### config.mk
export PLATFORM = sky130hd
export DESIGN_NAME = c2p_back_flat
export DESIGN_NICKNAME = d
export VERILOG_FILES = /design/src/hdl/c2p_pkg.sv /design/src/hdl/c2p_if.sv /design/src/hdl/c2p_back.sv /design/src/flat_wrapper.sv
export SDC_FILE = /design/constraint.sdc
export NUM_CORES = 1
export LEC_CHECK = 0
export BUFFER_PORTS_ARGS = -buffer_cell sky130_fd_sc_hd__buf_2
export CORE_UTILIZATION = 43
export DETAILED_ROUTE_END_ITERATION = 8
export PLACE_DENSITY = 0.85
export SKIP_LAST_GASP = 1
export SYNTH_ARGS = -nofsm -noshare
export SYNTH_HDL_FRONTEND = slang
export SYNTH_SLANG_ARGS = --single-unit
### constraint.sdc
create_clock -name clk -period 2.9 [get_ports clk]
set_input_delay 0.29 -clock clk [delete_from_list [all_inputs] [get_ports clk]]
set_output_delay 0.29 -clock clk [all_outputs]
set_load 0.01 [all_outputs]
### src/hdl/c2p_pkg.sv
`default_nettype none

package c2p_pkg;

	// Field widths and precision
	localparam int COORD_BITS    = 12;
	localparam int CORDIC_STAGES = 16;
	localparam int ANGLE_BITS    = 16;
	localparam int HUE_BITS      = 8;

	// Register indexes on the configuration port (byte address is 4 * index)
	localparam logic REG_WIDTH  = 1'b0;
	localparam logic REG_HEIGHT = 1'b1;

	// Fixed-point layout of the rotation datapath
	localparam int GUARD_BITS = 20;
	localparam int OFF_W      = COORD_BITS + 1;
	localparam int V_W        = COORD_BITS + GUARD_BITS + 4;
	localparam int ACC_W      = 32;
	localparam int ANGLE_DROP = ACC_W - ANGLE_BITS;

	// Digit-by-digit square root: one result bit per cell
	localparam int SQRT_STEPS = COORD_BITS + 1;
	localparam int RAD_W      = 2 * SQRT_STEPS;
	localparam int REM_W      = SQRT_STEPS + 1;

	// Chain covers both the rotations and the root digits
	localparam int CHAIN_LEN = (CORDIC_STAGES > SQRT_STEPS) ? CORDIC_STAGES : SQRT_STEPS;
	localparam int IDX_W     = $clog2(CHAIN_LEN + 1);

	typedef logic [IDX_W-1:0] idx_t;

	localparam idx_t CORDIC_CNT = IDX_W'(CORDIC_STAGES);
	localparam idx_t SQRT_CNT   = IDX_W'(SQRT_STEPS);

	// Turn fractions on the 32-bit accumulator
	localparam logic [ACC_W-1:0] HALF_TURN    = 32'h8000_0000;
	localparam logic [ACC_W-1:0] QUARTER_TURN = 32'h4000_0000;
	localparam logic [ACC_W-1:0] TQ_TURN      = 32'hC000_0000;
	localparam logic [ACC_W-1:0] ROUND_HALF   = ACC_W'(1) << (ANGLE_DROP - 1);

	// Data handed from cell to cell
	typedef struct packed {
		logic signed [OFF_W-1:0] ox;
		logic signed [OFF_W-1:0] oy;
		logic signed [V_W-1:0]   vx;
		logic signed [V_W-1:0]   vy;
		logic [ACC_W-1:0]        acc;
		logic                    hold;
		logic [RAD_W-1:0]        rad;
		logic [REM_W-1:0]        rem;
		logic [SQRT_STEPS-1:0]   root;
	} cell_t;

	// atan(2^-i) as a fraction of a turn, 2^32 per turn
	function automatic logic [ACC_W-1:0] atan_turn(input idx_t i);
		logic [ACC_W-1:0] r;
		case (i)
			5'd0:    r = 32'h2000_0000;
			5'd1:    r = 32'h12E4_051E;
			5'd2:    r = 32'h09FB_385B;
			5'd3:    r = 32'h0511_11D4;
			5'd4:    r = 32'h028B_0D43;
			5'd5:    r = 32'h0145_D7E1;
			5'd6:    r = 32'h00A2_F61E;
			5'd7:    r = 32'h0051_7C55;
			5'd8:    r = 32'h0028_BE53;
			5'd9:    r = 32'h0014_5F2F;
			5'd10:   r = 32'h000A_2F98;
			5'd11:   r = 32'h0005_17CC;
			5'd12:   r = 32'h0002_8BE6;
			5'd13:   r = 32'h0001_45F3;
			5'd14:   r = 32'h0000_A2FA;
			5'd15:   r = 32'h0000_517D;
			5'd16:   r = 32'h0000_28BE;
			5'd17:   r = 32'h0000_145F;
			5'd18:   r = 32'h0000_0A30;
			5'd19:   r = 32'h0000_0518;
			5'd20:   r = 32'h0000_028C;
			5'd21:   r = 32'h0000_0146;
			5'd22:   r = 32'h0000_00A3;
			5'd23:   r = 32'h0000_0051;
			default: r = '0;
		endcase
		return r;
	endfunction

endpackage

`default_nettype wire

### src/hdl/c2p_if.sv
`default_nettype none


// Polar result channel
interface c2p_polar_if;
	logic                                 valid;
	logic                                 ready;
	logic signed [c2p_pkg::OFF_W-1:0]     offset_x;
	logic signed [c2p_pkg::OFF_W-1:0]     offset_y;
	logic [c2p_pkg::OFF_W-1:0]            radius;
	logic [c2p_pkg::ANGLE_BITS-1:0]       angle;
	logic [c2p_pkg::HUE_BITS-1:0]         hue;

	modport source(output valid, output offset_x, output offset_y, output radius,
		output angle, output hue, input ready);
	modport sink(input valid, input offset_x, input offset_y, input radius,
		input angle, input hue, output ready);
endinterface

`default_nettype wire

### src/hdl/c2p_back.sv
`default_nettype none

module c2p_back (
	input  wire logic            clk,
	input  wire logic            arst_n,
	input  wire logic            in_valid,
	output      logic            in_ready,
	input  wire c2p_pkg::cell_t  in_data,
	c2p_polar_if.source          polar
);

	localparam int PROD_W = c2p_pkg::ANGLE_BITS + c2p_pkg::HUE_BITS;

	logic                                  v_s1, v_s2;
	logic                                  rdy_s1, rdy_s2;
	logic signed [c2p_pkg::OFF_W-1:0]      ox_s1, oy_s1, ox_s2, oy_s2;
	logic [c2p_pkg::OFF_W-1:0]             rad_s1, rad_s2;
	logic [c2p_pkg::ANGLE_BITS-1:0]        angle_s1, angle_s2;
	logic [c2p_pkg::HUE_BITS-1:0]          hue_s2;
	logic [c2p_pkg::ACC_W-1:0]             rsum;
	logic [PROD_W-1:0]                     prod;

	assign rdy_s2   = !v_s2 || polar.ready;
	assign rdy_s1   = !v_s1 || rdy_s2;
	assign in_ready = rdy_s1;

	// Round the turn fraction, wrap a full turn to zero
	assign rsum = in_data.acc + c2p_pkg::ROUND_HALF;

	// angle * 255 as a shift and subtract
	assign prod = {angle_s1, {c2p_pkg::HUE_BITS{1'b0}}} - PROD_W'(angle_s1);

	assign polar.valid    = v_s2;
	assign polar.offset_x = ox_s2;
	assign polar.offset_y = oy_s2;
	assign polar.radius   = rad_s2;
	assign polar.angle    = angle_s2;
	assign polar.hue      = hue_s2;

	// Valid bits
	always_ff @(posedge clk or negedge arst_n) begin
		if (!arst_n) begin
			v_s1 <= 1'b0;
			v_s2 <= 1'b0;
		end else begin
			if (rdy_s1) begin
				v_s1 <= in_valid;
			end
			if (rdy_s2) begin
				v_s2 <= v_s1;
			end
		end
	end

	// Payload; the output register holds a beat until it is taken
	always_ff @(posedge clk) begin
		if (rdy_s1 && in_valid) begin
			ox_s1    <= in_data.ox;
			oy_s1    <= in_data.oy;
			rad_s1   <= in_data.root;
			angle_s1 <= rsum[c2p_pkg::ACC_W-1:c2p_pkg::ANGLE_DROP];
		end
		if (rdy_s2 && v_s1) begin
			ox_s2    <= ox_s1;
			oy_s2    <= oy_s1;
			rad_s2   <= rad_s1;
			angle_s2 <= angle_s1;
			hue_s2   <= prod[PROD_W-1 -: c2p_pkg::HUE_BITS];
		end
	end

endmodule

`default_nettype wire
### src/flat_wrapper.sv
// flat-port wrapper written by rule: the top's interface ports become plain ports
module c2p_back_flat 
  (clk, arst_n, in_valid, in_ready, in_data, polar_valid, polar_offset_x, polar_offset_y, polar_radius, polar_angle, polar_hue, polar_ready);
  c2p_polar_if polar_i ();
  input  wire logic clk;
  input  wire logic arst_n;
  input  wire logic in_valid;
  output      logic in_ready;
  input  wire c2p_pkg::cell_t in_data;
  output wire logic [$bits(polar_i.valid)-1:0] polar_valid;
  output wire logic [$bits(polar_i.offset_x)-1:0] polar_offset_x;
  output wire logic [$bits(polar_i.offset_y)-1:0] polar_offset_y;
  output wire logic [$bits(polar_i.radius)-1:0] polar_radius;
  output wire logic [$bits(polar_i.angle)-1:0] polar_angle;
  output wire logic [$bits(polar_i.hue)-1:0] polar_hue;
  input wire logic [$bits(polar_i.ready)-1:0] polar_ready;
  assign polar_valid = polar_i.valid;
  assign polar_offset_x = polar_i.offset_x;
  assign polar_offset_y = polar_i.offset_y;
  assign polar_radius = polar_i.radius;
  assign polar_angle = polar_i.angle;
  assign polar_hue = polar_i.hue;
  assign polar_i.ready = polar_ready;
  c2p_back u_core (.clk(clk), .arst_n(arst_n), .in_valid(in_valid), .in_ready(in_ready), .in_data(in_data), .polar(polar_i));
endmodule
# Yosys cells after proc, flatten, opt, wreduce, memory -nomap -nowiden
# Index checks and enable logic that the tools add are counted.
[op_classes] n_reduce_logical=6 n_addsub=2
[ops] op="32-bit by 16-bit adder with 32-bit output (second input constant)" n=1
[ops] op="24-bit by 16-bit subtractor with 24-bit output" n=1
[ops] op="1-bit logical AND" n=2
[ops] op="1-bit logical NOT" n=2
[ops] op="1-bit logical OR" n=2
[totals] wordCells=19 regBits=120 output_inout_bits=65 input_bits=188

# Logic depth before layout (Yosys ltp)
[logic_depth] ltp_word=4 mapped_depth=7

# Worst setup path after synthesis
# Ideal clock, no wire load.
[synth_timing] kind="register to register" from="register u_core.v_s2 (netlist: u_core.polar.valid)" to="register u_core.angle_s2, in the netlist u_core.polar.angle[0], enable pin" setup_time_ps=428 path_stages_with_launch=3 slack_ps=473 t_required_ps=2472 arrival_ps=2000 cell_sequence="dfrtp_1 > nand2b_1 > and2_1"
[synth_between] elab_chain_len=3
[synth_lines] item="start, declared" line_no="c2p_back.sv:14" rtl="logic v_s1, v_s2;"
[synth_lines] item="start signal, assigned" line_no="c2p_back.sv:50" rtl="v_s2 <= v_s1;"
[synth_lines] item="1-bit logical NOT" line_no="c2p_back.sv:23" rtl="assign rdy_s2 = !v_s2 || polar.ready;"
[synth_lines] item="1-bit logical OR" line_no="c2p_back.sv:23"
[synth_lines] item="1-bit logical AND" line_no="c2p_back.sv:63" rtl="if (rdy_s2 && v_s1) begin"
[synth_lines] item="end signal, assigned" line_no="c2p_back.sv:67" rtl="angle_s2 <= angle_s1;"
[synth_lines] item="end, declared" line_no="c2p_back.sv:18" rtl="logic [c2p_pkg::ANGLE_BITS-1:0] angle_s1, angle_s2;"
# No other way between the ends.
# A chain may end at the register's enable or synchronous reset.

# Worst setup path in the final report
[layout_timing] from="register u_core.angle_s1[10] (netlist bit)" to="register u_core.hue_s2, in the netlist u_core.polar.hue[5] (data pin)"
[layout_between] elab_chain_len=1
[layout_lines] item="start, declared" line_no="c2p_back.sv:18"
[layout_lines] item="start signal, assigned" line_no="c2p_back.sv:61" rtl="angle_s1 <= rsum[c2p_pkg::ACC_W-1:c2p_pkg::ANGLE_DROP];"
[layout_lines] item="24-bit by 16-bit subtractor with 24-bit output" line_no="c2p_back.sv:31" rtl="assign prod = {angle_s1, {c2p_pkg::HUE_BITS{1'b0}}} - PROD_W'(angle_s1);"
[layout_lines] item="via u_core.prod[21]" line_no="c2p_back.sv:21" rtl="logic [PROD_W-1:0] prod;"
[layout_lines] item="end signal, assigned" line_no="c2p_back.sv:68" rtl="hue_s2 <= prod[PROD_W-1 -: c2p_pkg::HUE_BITS];"
[layout_lines] item="end, declared" line_no="c2p_back.sv:19" rtl="logic [c2p_pkg::HUE_BITS-1:0] hue_s2;"
# The timed path passes the listed nets, and every way through them passes these cells.

==> impl_results.md <==
- Layout area overhead: 43.4%
- Slew Limit Fails: 0
- Fmax achieved: 437 MHz
- Worst Path Arrival: 2.53 ns
- CTS max path bufs: 2
- # diodes: 0
- Placed Cells: 480
- LEAKAGE: 0.00245 uW
- Most common cell after layout, fill and taps aside: buf_2
- Root buffer cell: clkbuf_8
- Filler cells: 727
- Tcrit/Tclk final: 78.9%
- Clock slew at reported path FFs: 0.06 ns
- Finished Layout Cells: 553
- H-tree depth: 4
- Commonest non-fill, non-tap cells in the layout: 124 x buf_2, 118 x edfxtp_1, 41 x dlygate4sd3_1, 16 x clkbuf_16, 14 x xnor2_1
- Layout cell share with drive strength beyond 1: 38.8%
- Worst hold path type: input port to register
- Met1 Wirelength: 3780 um
- Setup TNS: 0 ns
- Port Buffers: 124
- Hold buffers post-CTS: 41
- CTS Buf Count: 17
- Post-Synthesis Net Count: 418
- Initial antenna violation count: 0
- Post-DRT Antenna Nets: 0
- Status: finished, final reports clean
- 1st-iter DRT viols: 116
- Sequential area share after synthesis: 83.4%
- Least-Margin Pin Slew: 0.661 ns
- Via count: 2553
- Crit. End Element: register
- Critical path's top delay family: compound AO/OA/AOI/OAI gates
- Netlist Area Pre-Place: 0.00431 mm^2
- WP buf/inv: 1
- Via density per instance: 4.62
- Max VDD drop: 0.374 mV
- Final hold vios: 0
- WL final: 8780 um
- First-pass GRT wire length: 12600 um
- GRT Util Overall: 17.2%
- WL met3: 847 um
- Die width: 102 um
- RSZ-0062 raised after global routing: false
- Overflow left after global routing: 0
- Slowest stage delay, CP: 0.45 ns
- Rel. slew slack: 55.9%
- Final worst path period need: 2.29 ns
- Gpl congestion: 0.797
- Setup violations, final: 0
- Ys Warns: 0
- Final nets: 604
- Post-CTS setup buffers: 0
- Area of the multi-input gates: 676 um^2
- Placeable Area: 0.00973 mm^2
- Starting Density: 44.3%
- Largest net degree at the start of global routing: 40
- Top Layer Used: met4
- Total die area: 0.0104 mm^2
- Syn avg cell area: 19.5 um^2
- Residual DRC: 0
- CTS Sinks: 120
- PD cells: 759 mW/mm^2
- Worst-skew pair later-pin latency: 0.51 ns
- IO Count: 253
- Die height: 102 um
- Wirelength per Cell: 15.9 um
- Critical Path RT: 3.15 ns
- CP max-delay cell: edfxtp_1
- Synth cell types: 33
- Metal2 WL: 4100 um
- TritonCTS clock tree: built
- Critical path type: register to register
- # Max-Cap Violations: 0
- DP HPWL: 5920 um
- Synth Register Bits: 120
- Vias in the first global route: 2487
- Hold Worst Slack: 0.0652 ns
- Sequential cell area: 0.00359 mm^2
- Worst clock skew: 0.00925 ns
- Cells after Synth: 221
- Worst-path fanout max: 8
- CTS resizes: 0
- Critical path, cell by cell: inv_1 -> ha_1 -> a211o_1 -> a31o_1 -> a41o_4 -> o21ai_0 -> nand2b_1
- Drt first pass iters: 4
- Site row count: 36
- Startpoint types: register
## sequential cells by signal, indices dropped and copies added, names as in the netlist
signal and cells:
u_core.polar.offset_y 13, u_core.oy_s1 13, u_core.rad_s1 13, u_core.v_s1 1
u_core.polar.angle 16, u_core.ox_s1 13, u_core.polar.offset_x 13, u_core.angle_s1 16
u_core.polar.hue 8, u_core.polar.valid 1, u_core.polar.radius 13
## metal layers
layer	vias to the layer above	track usage [%]
met5	-	0
met4	0	7.91
met3	5	7.59
met2	111	26.4
met1	1202	21.1
li1	1235	-
## layout make-up
| class | instances | area share [%] |
|---|---|---|
| sequential | 120 | 58.2 |
| timing repair buffer | 168 | 17.3 |
| multi-input combinational | 90 | 10.9 |
| clock buffer | 18 | 6.76 |
| clock inverter | 14 | 3.58 |
| tap | 133 | 2.69 |
| inverter | 10 | 0.608 |
## power by group
group	switching [uW]	leakage, uW	internal [uW]	total (uW)
clock	737	0.000304	1490	2220
combinational	200	0.000988	159	360
sequential	45.4	0.00115	2060	2110
total	983	0.00245	3710	4690
## Yosys cell counts
cell type	count	area (um^2)
a211o_1	1	8.76
a21o_1	3	22.5
a21oi_1	5	25.0
a31o_1	1	8.76
a31oi_1	1	6.26
a41o_4	1	21.3
and2_1	3	18.8
and3_1	4	25.0
and4_1	1	8.76
clkbuf_1	1	3.75
dfrtp_1	2	50.1
edfxtp_1	118	3540
ha_1	9	113
inv_1	10	37.5
nand2_1	6	22.5
nand2b_1	4	25.0
nand3_1	9	45.0
nand3b_1	1	7.51
nand4_1	4	25.0
nor2_1	5	18.8
nor3_1	1	5.00
nor3_2	2	20.0
nor3b_1	1	7.51
nor4_1	1	6.26
nor4_4	1	21.3
nor4b_1	1	8.76
o21ai_0	3	15.0
o21ai_1	1	5.00
o21bai_1	1	7.51
o221ai_1	1	8.76
o41ai_1	1	8.76
xnor2_1	14	123
xor2_1	4	35.0
## logic make-up (layout without fill, tap and decap cells)
group,Yosys count,after routing,synth area share [%]
flip-flops,120,120,83.4
AND/OR/NAND/NOR,44,44,6.16
AO/OA/AOI/OAI,19,19,3.19
adder cells (fa/ha/maj),9,9,2.61
buffers and inverters,11,210,0.958
XOR/XNOR,18,18,3.66
## worst register-to-register path: stages, from the launching register on
cell and delay (ns):
edfxtp_1 0.45, inv_1 0.15, ha_1 0.27, a211o_1 0.30
a31o_1 0.19, a41o_4 0.30, o21ai_0 0.24, nand2b_1 0.12
## metrics by stage
step	power [uW]	util (%)	area [um^2]	setup slack, ns
after floorplan	2290	-	4310	0.473
after detailed placement	2460	52.7	5130	0.659
after global placement	2440	52.7	5130	0.652
final	4690	63.5	6180	0.611
after global routing	4840	63.5	6180	0.549
after CTS	4720	63.5	6180	0.627
## worst paths after layout
kind	startpoint	cells after the start	to	slack (ns)
worst max-delay path	u_core.angle_s1[10]$_DFFE_PP_	7	u_core.polar.hue[5]$_DFFE_PP_	0.61
worst min-delay path	polar_ready	3	u_core.polar.valid$_DFFE_PN0P_	0.07
worst max register to register	u_core.angle_s1[10]$_DFFE_PP_	7	u_core.polar.hue[5]$_DFFE_PP_	0.61
worst min register to register	u_core.ox_s1[10]$_DFFE_PP_	0	u_core.polar.offset_x[10]$_DFFE_PP_	0.42
max in group asynchronous	arst_n	2	u_core.v_s1$_DFFE_PN0N_	2.69
min in group asynchronous	arst_n	2	u_core.polar.valid$_DFFE_PN0P_	0.11
Note: power is estimated with default switching activity, not from simulation.
