===== config.mk =====
export PLATFORM = sky130hd
export DESIGN_NAME = c2p_front_flat
export DESIGN_NICKNAME = d
export VERILOG_FILES = /design/src/hdl/c2p_pkg.sv /design/src/hdl/c2p_if.sv /design/src/hdl/c2p_front.sv /design/src/flat_wrapper.sv
export SDC_FILE = /design/constraint.sdc
export NUM_CORES = 1
export LEC_CHECK = 0
export ABC_CLOCK_PERIOD_IN_PS = 10370
export BUFFER_PORTS_ARGS = -buffer_cell sky130_fd_sc_hd__buf_4
export CORE_ASPECT_RATIO = 1.25
export CORE_MARGIN = 1.5
export CORE_UTILIZATION = 45
export CTS_BUF_LIST = sky130_fd_sc_hd__clkbuf_8
export DETAILED_ROUTE_END_ITERATION = 8
export HOLD_SLACK_MARGIN = 0.08
export PLACE_DENSITY = 0.66
export SLEW_MARGIN = 20
export SYNTH_ARGS = -nofsm -noshare
export SYNTH_HDL_FRONTEND = slang
export SYNTH_SLANG_ARGS = --single-unit

===== constraint.sdc =====
create_clock -name clk -period 10.37 [get_ports clk]
set_clock_uncertainty 0.15 [all_clocks]
set_input_delay 1.037 -clock clk [delete_from_list [all_inputs] [get_ports clk]]
set_output_delay 1.037 -clock clk [all_outputs]
set_load 0.01 [all_outputs]

===== src/hdl/c2p_pkg.sv =====
`default_nettype none

package c2p_pkg;

	// Field widths and precision
	localparam int COORD_BITS    = 12;
	localparam int CORDIC_STAGES = 16;
	localparam int ANGLE_BITS    = 16;
	localparam int HUE_BITS      = 8;

	// Register indexes on the configuration port (byte address is 4 * index)
	localparam logic REG_WIDTH  = 1'b0;
	localparam logic REG_HEIGHT = 1'b1;

	// Fixed-point layout of the rotation datapath
	localparam int GUARD_BITS = 20;
	localparam int OFF_W      = COORD_BITS + 1;
	localparam int V_W        = COORD_BITS + GUARD_BITS + 4;
	localparam int ACC_W      = 32;
	localparam int ANGLE_DROP = ACC_W - ANGLE_BITS;

	// Digit-by-digit square root: one result bit per cell
	localparam int SQRT_STEPS = COORD_BITS + 1;
	localparam int RAD_W      = 2 * SQRT_STEPS;
	localparam int REM_W      = SQRT_STEPS + 1;

	// Chain covers both the rotations and the root digits
	localparam int CHAIN_LEN = (CORDIC_STAGES > SQRT_STEPS) ? CORDIC_STAGES : SQRT_STEPS;
	localparam int IDX_W     = $clog2(CHAIN_LEN + 1);

	typedef logic [IDX_W-1:0] idx_t;

	localparam idx_t CORDIC_CNT = IDX_W'(CORDIC_STAGES);
	localparam idx_t SQRT_CNT   = IDX_W'(SQRT_STEPS);

	// Turn fractions on the 32-bit accumulator
	localparam logic [ACC_W-1:0] HALF_TURN    = 32'h8000_0000;
	localparam logic [ACC_W-1:0] QUARTER_TURN = 32'h4000_0000;
	localparam logic [ACC_W-1:0] TQ_TURN      = 32'hC000_0000;
	localparam logic [ACC_W-1:0] ROUND_HALF   = ACC_W'(1) << (ANGLE_DROP - 1);

	// Data handed from cell to cell
	typedef struct packed {
		logic signed [OFF_W-1:0] ox;
		logic signed [OFF_W-1:0] oy;
		logic signed [V_W-1:0]   vx;
		logic signed [V_W-1:0]   vy;
		logic [ACC_W-1:0]        acc;
		logic                    hold;
		logic [RAD_W-1:0]        rad;
		logic [REM_W-1:0]        rem;
		logic [SQRT_STEPS-1:0]   root;
	} cell_t;

	// atan(2^-i) as a fraction of a turn, 2^32 per turn
	function automatic logic [ACC_W-1:0] atan_turn(input idx_t i);
		logic [ACC_W-1:0] r;
		case (i)
			5'd0:    r = 32'h2000_0000;
			5'd1:    r = 32'h12E4_051E;
			5'd2:    r = 32'h09FB_385B;
			5'd3:    r = 32'h0511_11D4;
			5'd4:    r = 32'h028B_0D43;
			5'd5:    r = 32'h0145_D7E1;
			5'd6:    r = 32'h00A2_F61E;
			5'd7:    r = 32'h0051_7C55;
			5'd8:    r = 32'h0028_BE53;
			5'd9:    r = 32'h0014_5F2F;
			5'd10:   r = 32'h000A_2F98;
			5'd11:   r = 32'h0005_17CC;
			5'd12:   r = 32'h0002_8BE6;
			5'd13:   r = 32'h0001_45F3;
			5'd14:   r = 32'h0000_A2FA;
			5'd15:   r = 32'h0000_517D;
			5'd16:   r = 32'h0000_28BE;
			5'd17:   r = 32'h0000_145F;
			5'd18:   r = 32'h0000_0A30;
			5'd19:   r = 32'h0000_0518;
			5'd20:   r = 32'h0000_028C;
			5'd21:   r = 32'h0000_0146;
			5'd22:   r = 32'h0000_00A3;
			5'd23:   r = 32'h0000_0051;
			default: r = '0;
		endcase
		return r;
	endfunction

endpackage

`default_nettype wire


===== src/hdl/c2p_if.sv =====
`default_nettype none

// Pointer position channel
interface c2p_pt_if;
	logic                            valid;
	logic                            ready;
	logic [c2p_pkg::COORD_BITS-1:0]  pointer_x;
	logic [c2p_pkg::COORD_BITS-1:0]  pointer_y;

	modport source(output valid, output pointer_x, output pointer_y, input ready);
	modport sink(input valid, input pointer_x, input pointer_y, output ready);
endinterface


`default_nettype wire


===== src/hdl/c2p_front.sv =====
`default_nettype none

module c2p_front (
	input  wire logic                             clk,
	input  wire logic                             arst_n,
	c2p_pt_if.sink                                pointer,
	input  wire logic [c2p_pkg::COORD_BITS-1:0]   cx,
	input  wire logic [c2p_pkg::COORD_BITS-1:0]   cy,
	output      logic                             out_valid,
	input  wire logic                             out_ready,
	output      c2p_pkg::cell_t                   out_data
);

	logic                                v_s1, v_s2;
	logic signed [c2p_pkg::OFF_W-1:0]    ox_s1, oy_s1;
	c2p_pkg::cell_t                      prep_s2;
	logic                                rdy_s1, rdy_s2;
	logic signed [c2p_pkg::OFF_W-1:0]    ox_d, oy_d;
	logic signed [c2p_pkg::OFF_W-1:0]    ax_w, ay_w;
	logic [c2p_pkg::COORD_BITS-1:0]      ax, ay;
	logic signed [c2p_pkg::V_W-1:0]      vx0, vy0, vx1, vy1;
	c2p_pkg::cell_t                      prep_d;

	assign rdy_s2        = !v_s2 || out_ready;
	assign rdy_s1        = !v_s1 || rdy_s2;
	assign pointer.ready = rdy_s1;
	assign out_valid     = v_s2;
	assign out_data      = prep_s2;

	// Subtract the screen centre
	assign ox_d = $signed({1'b0, pointer.pointer_x}) - $signed({1'b0, cx});
	assign oy_d = $signed({1'b0, pointer.pointer_y}) - $signed({1'b0, cy});

	// Prepare the vector: flip y, fold the left half plane, scale, square sum
	always_comb begin
		ax_w = ox_s1[c2p_pkg::OFF_W-1] ? -ox_s1 : ox_s1;
		ay_w = oy_s1[c2p_pkg::OFF_W-1] ? -oy_s1 : oy_s1;
		ax   = ax_w[c2p_pkg::COORD_BITS-1:0];
		ay   = ay_w[c2p_pkg::COORD_BITS-1:0];
		vx0  = c2p_pkg::V_W'(ox_s1);
		vy0  = -c2p_pkg::V_W'(oy_s1);
		prep_d = '0;
		prep_d.ox = ox_s1;
		prep_d.oy = oy_s1;
		if (ox_s1[c2p_pkg::OFF_W-1]) begin
			vx1 = -vx0;
			vy1 = -vy0;
			prep_d.acc = c2p_pkg::HALF_TURN;
		end else begin
			vx1 = vx0;
			vy1 = vy0;
			prep_d.acc = '0;
		end
		prep_d.vx = vx1 <<< c2p_pkg::GUARD_BITS;
		prep_d.vy = vy1 <<< c2p_pkg::GUARD_BITS;
		// Axes and origin take exact angles
		prep_d.hold = (ox_s1 == '0) || (oy_s1 == '0);
		if (ox_s1 == '0 && oy_s1 == '0) begin
			prep_d.acc = '0;
		end else if (ox_s1 == '0) begin
			prep_d.acc = oy_s1[c2p_pkg::OFF_W-1] ? c2p_pkg::QUARTER_TURN : c2p_pkg::TQ_TURN;
		end else if (oy_s1 == '0) begin
			prep_d.acc = ox_s1[c2p_pkg::OFF_W-1] ? c2p_pkg::HALF_TURN : '0;
		end
		prep_d.rad = c2p_pkg::RAD_W'(ax) * c2p_pkg::RAD_W'(ax)
			+ c2p_pkg::RAD_W'(ay) * c2p_pkg::RAD_W'(ay);
	end

	// Valid bits
	always_ff @(posedge clk or negedge arst_n) begin
		if (!arst_n) begin
			v_s1 <= 1'b0;
			v_s2 <= 1'b0;
		end else begin
			if (rdy_s1) begin
				v_s1 <= pointer.valid;
			end
			if (rdy_s2) begin
				v_s2 <= v_s1;
			end
		end
	end

	// Payload, advance only on a real beat
	always_ff @(posedge clk) begin
		if (rdy_s1 && pointer.valid) begin
			ox_s1 <= ox_d;
			oy_s1 <= oy_d;
		end
		if (rdy_s2 && v_s1) begin
			prep_s2 <= prep_d;
		end
	end

endmodule

`default_nettype wire


===== src/flat_wrapper.sv =====
// flat-port wrapper written by rule: the top's interface ports become plain ports
module c2p_front_flat 
  (clk, arst_n, cx, cy, out_valid, out_ready, out_data, pointer_valid, pointer_pointer_x, pointer_pointer_y, pointer_ready);
  c2p_pt_if pointer_i ();
  input  wire logic clk;
  input  wire logic arst_n;
  input  wire logic [c2p_pkg::COORD_BITS-1:0] cx;
  input  wire logic [c2p_pkg::COORD_BITS-1:0] cy;
  output      logic out_valid;
  input  wire logic out_ready;
  output      c2p_pkg::cell_t out_data;
  input wire logic [$bits(pointer_i.valid)-1:0] pointer_valid;
  input wire logic [$bits(pointer_i.pointer_x)-1:0] pointer_pointer_x;
  input wire logic [$bits(pointer_i.pointer_y)-1:0] pointer_pointer_y;
  output wire logic [$bits(pointer_i.ready)-1:0] pointer_ready;
  assign pointer_i.valid = pointer_valid;
  assign pointer_i.pointer_x = pointer_pointer_x;
  assign pointer_i.pointer_y = pointer_pointer_y;
  assign pointer_ready = pointer_i.ready;
  c2p_front u_core (.clk(clk), .arst_n(arst_n), .pointer(pointer_i), .cx(cx), .cy(cy), .out_valid(out_valid), .out_ready(out_ready), .out_data(out_data));
endmodule

Word-level counts from Yosys, hierarchy flattened
Cells that the tools add are included.
- $add $sub $neg: 8
- multiply operators: 2
- mux-type cells: 7
- reductions and logical operators: 10
- operator list (cell ; count):
    $mux W32 ; 3
    $mul A12 B12 Y24 ; 2
    $mux W12 ; 3
    $neg A13 Y16 ; 2
    $logic_not A13 Y1 ; 2
    $sub A12 B12 Y13 ; 2
    $add A24 B24 Y25 ; 1
    $neg A12 Y12 ; 2
    $mux W16 ; 1
    $neg A16 Y16 ; 1
    $logic_and A1 B1 Y1 ; 3
    $logic_or A1 B1 Y1 ; 3
    $logic_not A1 Y1 ; 2
- register bits after elaboration: 145
- bits of input ports: 52
- output and inout port bits: 186
- logic and storage cells: 39

Longest topological paths before layout
Gate-level depths: netlist (run 1).
- depth in word-level cells: 4
- gate-level depth with buffers: 32
- mapped depth without buffers: 29

Least setup slack after synthesis (run 1)
Ideal clock, no wire load.
- path kind: register -> register
- start point: register u_core.oy_s1[0] (netlist bit)
- end point: register u_core.prep_s2 (netlist bit u_core.out_data[50]) (data pin)
- setup time: 0.261 ns
- data arrival time: 7.680 ns
- data required time: 9.959 ns
- setup slack: 2.279 ns
- cell stages (with the launch flop): 28
- path buffers: 3
- clock period less this slack: 8.091 ns
- path through: edfxtp_1 > clkbuf_1 > clkinv_1 > ha_1 > clkbuf_1 > nor4b_1 > nand3_1 > nand2_1 > xor2_1 > nor2_1 > fa_1 > inv_1 > fa_1 > inv_1 > fa_1 > fa_1 > fa_1 > fa_1 > inv_1 > fa_1 > inv_1 > ha_1 > clkbuf_1 > nand3_1 > or3_1 > o21ai_0 > a21oi_1 > a311o_1
- RTL lines (element ; line ; text):
    from (decl) ; c2p_front.sv:15 ; logic signed [c2p_pkg::OFF_W-1:0] ox_s1, oy_s1;
    from (signal assigned) ; c2p_front.sv:88 ; oy_s1 <= oy_d;
    to (signal assigned) ; c2p_front.sv:91 ; prep_s2 <= prep_d;
    to (decl) ; c2p_front.sv:16 ; c2p_pkg::cell_t prep_s2;

==> results.sh, run 1 <==
export IMPL_yosysSeqAreaShare=0.2347
export IMPL_syn_to_final_growth_pct=9.897
export IMPL_max_cap_violations=0
export IMPL_vias_per_cell=4.907
export IMPL_antenna_found_initial=1
export IMPL_busiest_layer="met2"
export IMPL_dr_pass1_iters=4
export IMPL_syn_area_mm2=0.01428
export IMPL_cp_startpoint="u_core.oy_s1[0]"
export IMPL_synth_avg_cell_area_um2=9.778
export IMPL_crit_arrival_ns=9.27
export IMPL_reg2reg_slack_ns=1.15
export IMPL_clk_latency_ns=0.44
export IMPL_first_iter_violations=509
export IMPL_crit_slowest_cell="edfxtp_1"
export IMPL_synth_fa_ha_area_frac=0.3966
export IMPL_drive_above_1_share=0.1121
export IMPL_fmax_ghz=0.1084
export IMPL_post_cts_setup_buffer_count=0
export IMPL_nFillCells=2904
export IMPL_io_pins=238
export IMPL_wl_per_cell_um=16.07
export IMPL_hold_buffers=0
export IMPL_place_congestion=0.8914
export IMPL_first_global_vias=10230
export IMPL_cts_sinks=112
export IMPL_required_ns=10.42
export IMPL_relSlewSlack=0.3111
export IMPL_drcViolationCount=0
export IMPL_final_nets=1983
export IMPL_synth_edf_count=110
export IMPL_fin_crit_sh=0.8894
export IMPL_hold_viol=0
export IMPL_core_area_mm2=0.03108
export IMPL_netlist_top_cells_area="fa_1 (28%), edfxtp_1 (23%), ha_1 (11%)"
export IMPL_synth_simple_area_share=0.09302
export IMPL_rows=72
export IMPL_path_clk_slew_ns=0.12
export IMPL_cts_tree="yes"
export IMPL_fin_crit_ns=9.223
export IMPL_grt_max_degree=45
export IMPL_postLayoutCoreUtil=0.5051
export IMPL_drtAntennaViolNets=0
export IMPL_path_buf_inv=5
export IMPL_numCtsBuffers=9
export IMPL_grt_first_pass_wirelength_um=52070
export IMPL_synth_top_family_by_area="adder cells"
export IMPL_hpwl_um=27120
export IMPL_finalSetupViolations=0
export IMPL_ctsResizeCount=0
export IMPL_synth_seq_cells=112
export IMPL_ys_flop_type="edfxtp_1"
export IMPL_crit_type="flip-flop to flip-flop"
export IMPL_cp_top_family="adder cells"
export IMPL_num_vias=9878
export IMPL_synth_compound_area_frac=0.07025
export IMPL_use_met1=0.2381
export IMPL_syn_inst=1461
export IMPL_crit_path_start_kind="flip-flop"
export IMPL_tightest_slew_ns=1.026
export IMPL_ys_types=64
export IMPL_status="completed"
export IMPL_critPathCaptureType="flip-flop"
export IMPL_cpMostUsedCell="fa_1"
export IMPL_reg2regPathDepth=25
export IMPL_fin_ws_ns=1.147
export IMPL_port_buffers=139
export IMPL_die_h_um=202.2
export IMPL_synthMuxAreaShare=0.001489
export IMPL_finalMaxSlewViolations=0
export IMPL_die_w_um=162.4
export IMPL_synth_top_area_share=0.2845
export IMPL_cts_root_buffer="clkbuf_8"
export IMPL_synth_top_area_cell="fa_1"
export IMPL_dieArea_mm2=0.03283
export IMPL_reg2reg_from="u_core.oy_s1[0]"
export IMPL_final_common_cell="inv_1"
export IMPL_rsz0062_at_grt="false"
export IMPL_grt_util_all_layers=0.2092
export IMPL_clockBufferDepth=2
export IMPL_routed_wirelength_um=32360
export IMPL_met2_usage=0.3761
export IMPL_cp_max_fo=15
export IMPL_timing_hold_ws_ns=0.1996
export IMPL_fin_tns_setup_ns=0
export IMPL_htree_levels=3
export IMPL_async_flop_share=0.01786
export IMPL_start_util=0.4596
export IMPL_max_stage_delay_ns=0.64
export IMPL_layout_common_cells="inv_1 (349), fa_1 (203), buf_4 (151), ha_1 (128), nor2_1 (114)"
export IMPL_pre_cts_ws_ns=1.173
export IMPL_gr_usage_met3=0.03858
export IMPL_grt_overflow=0
export IMPL_synth_xor_area_share=0.04914
export IMPL_ys_warn_count=0
export IMPL_min_path_type="input port to asynchronous set/reset pin"
export IMPL_r2r_end="u_core.out_data[45]"
## logic make-up after synthesis
logic type	after synthesis
buf+inv	481
compound gates	158
other cells	1
mux	2
simple gates	298
xor+xnor	78
flops	112
fa+ha+maj	331
## layout make-up
class,count,area (um2),share of cell area
Antenna cell,1,2.502,0.0001594
Clock inverter,7,122.6,0.007811
Sequential cell,112,3353,0.2136
Timing Repair Buffer,151,1134,0.07221
Clock buffer,9,123.9,0.007890
Inverter,358,1344,0.08560
Multi-Input combinational cell,968,9110,0.5803
Tap cell,407,509.2,0.03244
## layer usage
metal,share of wire,wire (um)
met4,0.039,1268
met2,0.52,16700
met1,0.39,12500
met3,0.058,1887
met5,0,0
## Yosys cell counts, drive strengths merged (4+ instances only)
| master | count |
|---|---|
| or3 | 10 |
| fa | 203 |
| a21boi | 6 |
| a21o | 11 |
| a211oi | 9 |
| or4 | 5 |
| nor2 | 114 |
| and2 | 5 |
| a31oi | 6 |
| clkinv | 9 |
| nand3 | 7 |
| xnor2 | 47 |
| nor3 | 14 |
| nand3b | 4 |
| o21bai | 7 |
| ha | 128 |
| o31ai | 9 |
| nand2 | 105 |
| inv | 349 |
| nor2b | 10 |
| nand2b | 10 |
| buf | 107 |
| o22ai | 5 |
| a21oi | 39 |
| xor2 | 31 |
| o21ai | 42 |
| clkbuf | 16 |
| edfxtp | 110 |
## flip-flops by register name (all words and copies together), names as in the netlist
| register | count |
|---|---|
| u_core.oy_s1 | 13 |
| u_core.out_valid | 1 |
| u_core.v_s1 | 1 |
| u_core.ox_s1 | 13 |
| u_core.out_data | 84 |
## worst max-delay path by stage
stage | end | slack (ns) | cells past startpoint
floorplan | u_core.out_data[50] | 2.28 | 27
global placement | u_core.out_data[51] | 1.49 | 24
detailed placement | u_core.out_data[45] | 1.17 | 25
CTS | u_core.out_data[45] | 1.20 | 25
global route | u_core.out_data[45] | 0.49 | 26
finish | u_core.out_data[45] | 1.15 | 25
## through the flow
stage / std cells / area (um2)
detailed placement: 1996 / 15450
global placement: 1996 / 15450
finish: 2013 / 15700
global route: 2013 / 15700
CTS: 2012 / 15700
floorplan: 1561 / 14660
## worst register-to-register path, delay by kind of cell (launching register included)
| family | cells | cell delay, ns |
|---|---|---|
| flops | 1 | 0.64 |
| buf+inv | 5 | 0.86 |
| xor+xnor | 2 | 0.65 |
| simple gates | 5 | 1.25 |
| fa+ha+maj | 9 | 4.27 |
| compound gates | 4 | 1.17 |
Power of run 1 is not shown: default switching activity piles up to over one toggle a cycle in this logic, so the estimate is an artifact.
==> run 2: changes to the inputs <==
- ABC_CLOCK_PERIOD_IN_PS: 10370 -> 8350
- PLACE_DENSITY: 0.66 -> 0.69
- clock period: 10.37 -> 8.35 ns (I/O delays scaled with it)
==> results.sh, run 2 (synthesized netlist as in run 1, its figures left out) <==
export IMPL_reg2reg_slack_ns=0.34
export IMPL_num_vias=10043
export IMPL_vias_per_cell=4.842
export IMPL_finalSetupViolations=0
export IMPL_place_inst=2051
export IMPL_final_nets=2045
export IMPL_antenna_found_initial=0
export IMPL_die_w_um=162.4
export IMPL_clockBufferDepth=2
export IMPL_drtAntennaViolNets=0
export IMPL_layout_cells_non_filler=2074
export IMPL_dr_pass1_iters=5
export IMPL_die_h_um=202.2
export IMPL_path_clk_slew_ns=0.11
export IMPL_crit_path_start_kind="flip-flop"
export IMPL_layout_common_cells="inv_1 (350), buf_4 (211), fa_1 (203), ha_1 (128)"
export IMPL_cts_tree="yes"
export IMPL_cts_sinks=112
export IMPL_relSlewSlack=0.5766
export IMPL_fin_crit_sh=0.9592
export IMPL_grt_overflow=0
export IMPL_finalMaxSlewViolations=0
export IMPL_syn_to_final_growth_pct=13.48
export IMPL_tightest_slew_ns=0.6313
export IMPL_grt_util_all_layers=0.2119
export IMPL_routed_wirelength_um=32810
export IMPL_crit_type="flip-flop to flip-flop"
export IMPL_critPathCaptureType="flip-flop"
export IMPL_status="completed"
export IMPL_cp_max_fo=13
export IMPL_placed_area_mm2=0.01587
export IMPL_clk_latency_ns=0.42
export IMPL_rsz0062_at_grt="true"
export IMPL_core_area_mm2=0.03108
export IMPL_numCtsBuffers=9
export IMPL_final_common_cell="inv_1"
export IMPL_port_buffers=139
export IMPL_wl_per_cell_um=15.82
export IMPL_hpwl_um=28120
export IMPL_grt_max_degree=49
export IMPL_fin_area_mm2=0.01621
export IMPL_rows=72
export IMPL_first_iter_violations=412
export IMPL_drcViolationCount=0
export IMPL_crit_arrival_ns=8.03
export IMPL_max_cap_violations=0
export IMPL_htree_levels=3
export IMPL_drive_above_1_share=0.1536
export IMPL_largest_reg_flops=84
export IMPL_dieArea_mm2=0.03283
export IMPL_place_congestion=0.9500
export IMPL_start_util=0.4596
export IMPL_min_path_type="flip-flop to flip-flop"
export IMPL_grt_first_pass_wirelength_um=53200
export IMPL_fmax_ghz=0.1249
export IMPL_hold_viol=0
export IMPL_cts_root_buffer="clkbuf_8"
export IMPL_io_pins=238
export IMPL_first_global_vias=10479
export IMPL_fin_crit_ns=8.009
export IMPL_num_antenna_cells=0
export IMPL_required_ns=8.37
run 2: cell type report:
type / instances / area (um2)
fillers: 2862 / 14870
flip-flops and latches: 112 / 3353
clock buffers: 9 / 123.9
clock inverters: 7 / 71.32
multi-input cells: 968 / 9195
repair buffers: 213 / 1614
inverters: 358 / 1344
well taps: 407 / 509.2
run 2: final timing paths:
kind | start | end | cells after the start
max | u_core.ox_s1[4] | u_core.out_data[45] | 25
min in group asynchronous | arst_n | u_core.out_valid | 2
min reg2reg | u_core.v_s1 | u_core.out_valid | 1
max reg2reg | u_core.ox_s1[4] | u_core.out_data[45] | 25
min | u_core.v_s1 | u_core.out_valid | 1
max in group asynchronous | arst_n | u_core.v_s1 | 2
run 2: layer usage:
metal | vias up | wire length (um) | track usage
li1 | 4765 | - | -
met4 | 0 | 983 | 0.07995
met3 | 43 | 1783 | 0.03407
met2 | 301 | 17280 | 0.3880
met1 | 4934 | 12760 | 0.2463
met5 | - | 0 | 0
run 2: worst max-delay path, stage by stage, from the launching register on:
cell and delay, ns:
edfxtp_1 0.44, or3_1 0.36, or3b_2 0.51, o31ai_2 0.23
xor2_1 0.26, buf_12 0.18, nor2_1 0.08, fa_1 0.55
inv_1 0.06, fa_1 0.49, fa_1 0.55, fa_1 0.53
inv_1 0.05, fa_1 0.46, fa_1 0.54, inv_1 0.05
fa_1 0.52, inv_1 0.05, ha_1 0.32, a2111oi_1 0.33
o21ai_1 0.19, buf_4 0.20, a41oi_2 0.20, nor2b_2 0.20
o31ai_1 0.09, xor2_1 0.15
run 2: repair_timing:
action / 4_1_cts / 5_1_grt
buffers inserted: 0 / 6
hold buffers: 1 / 0
hold endpoints to repair: 2 / 0
setup endpoints to repair: 0 / 10
gates resized for setup: 0 / 20
run 2: stage by stage:
| stage | setup TNS [ns] | setup WS [ns] | hold WS [ns] | utilization |
|---|---|---|---|---|
| floorplan | 0 | 0.2593 | 0.2744 | - |
| global placement | 0 | 0.1405 | 0.3263 | 0.5105 |
| detailed placement | 0 | 0.03942 | 0.3403 | 0.5105 |
| CTS | 0 | 0.03235 | 0.3645 | 0.5172 |
| global route | -0.1317 | -0.04859 | 0.3865 | 0.5216 |
| finish | 0 | 0.3410 | 0.3702 | 0.5216 |
Power of run 2 is left out for the same reason.
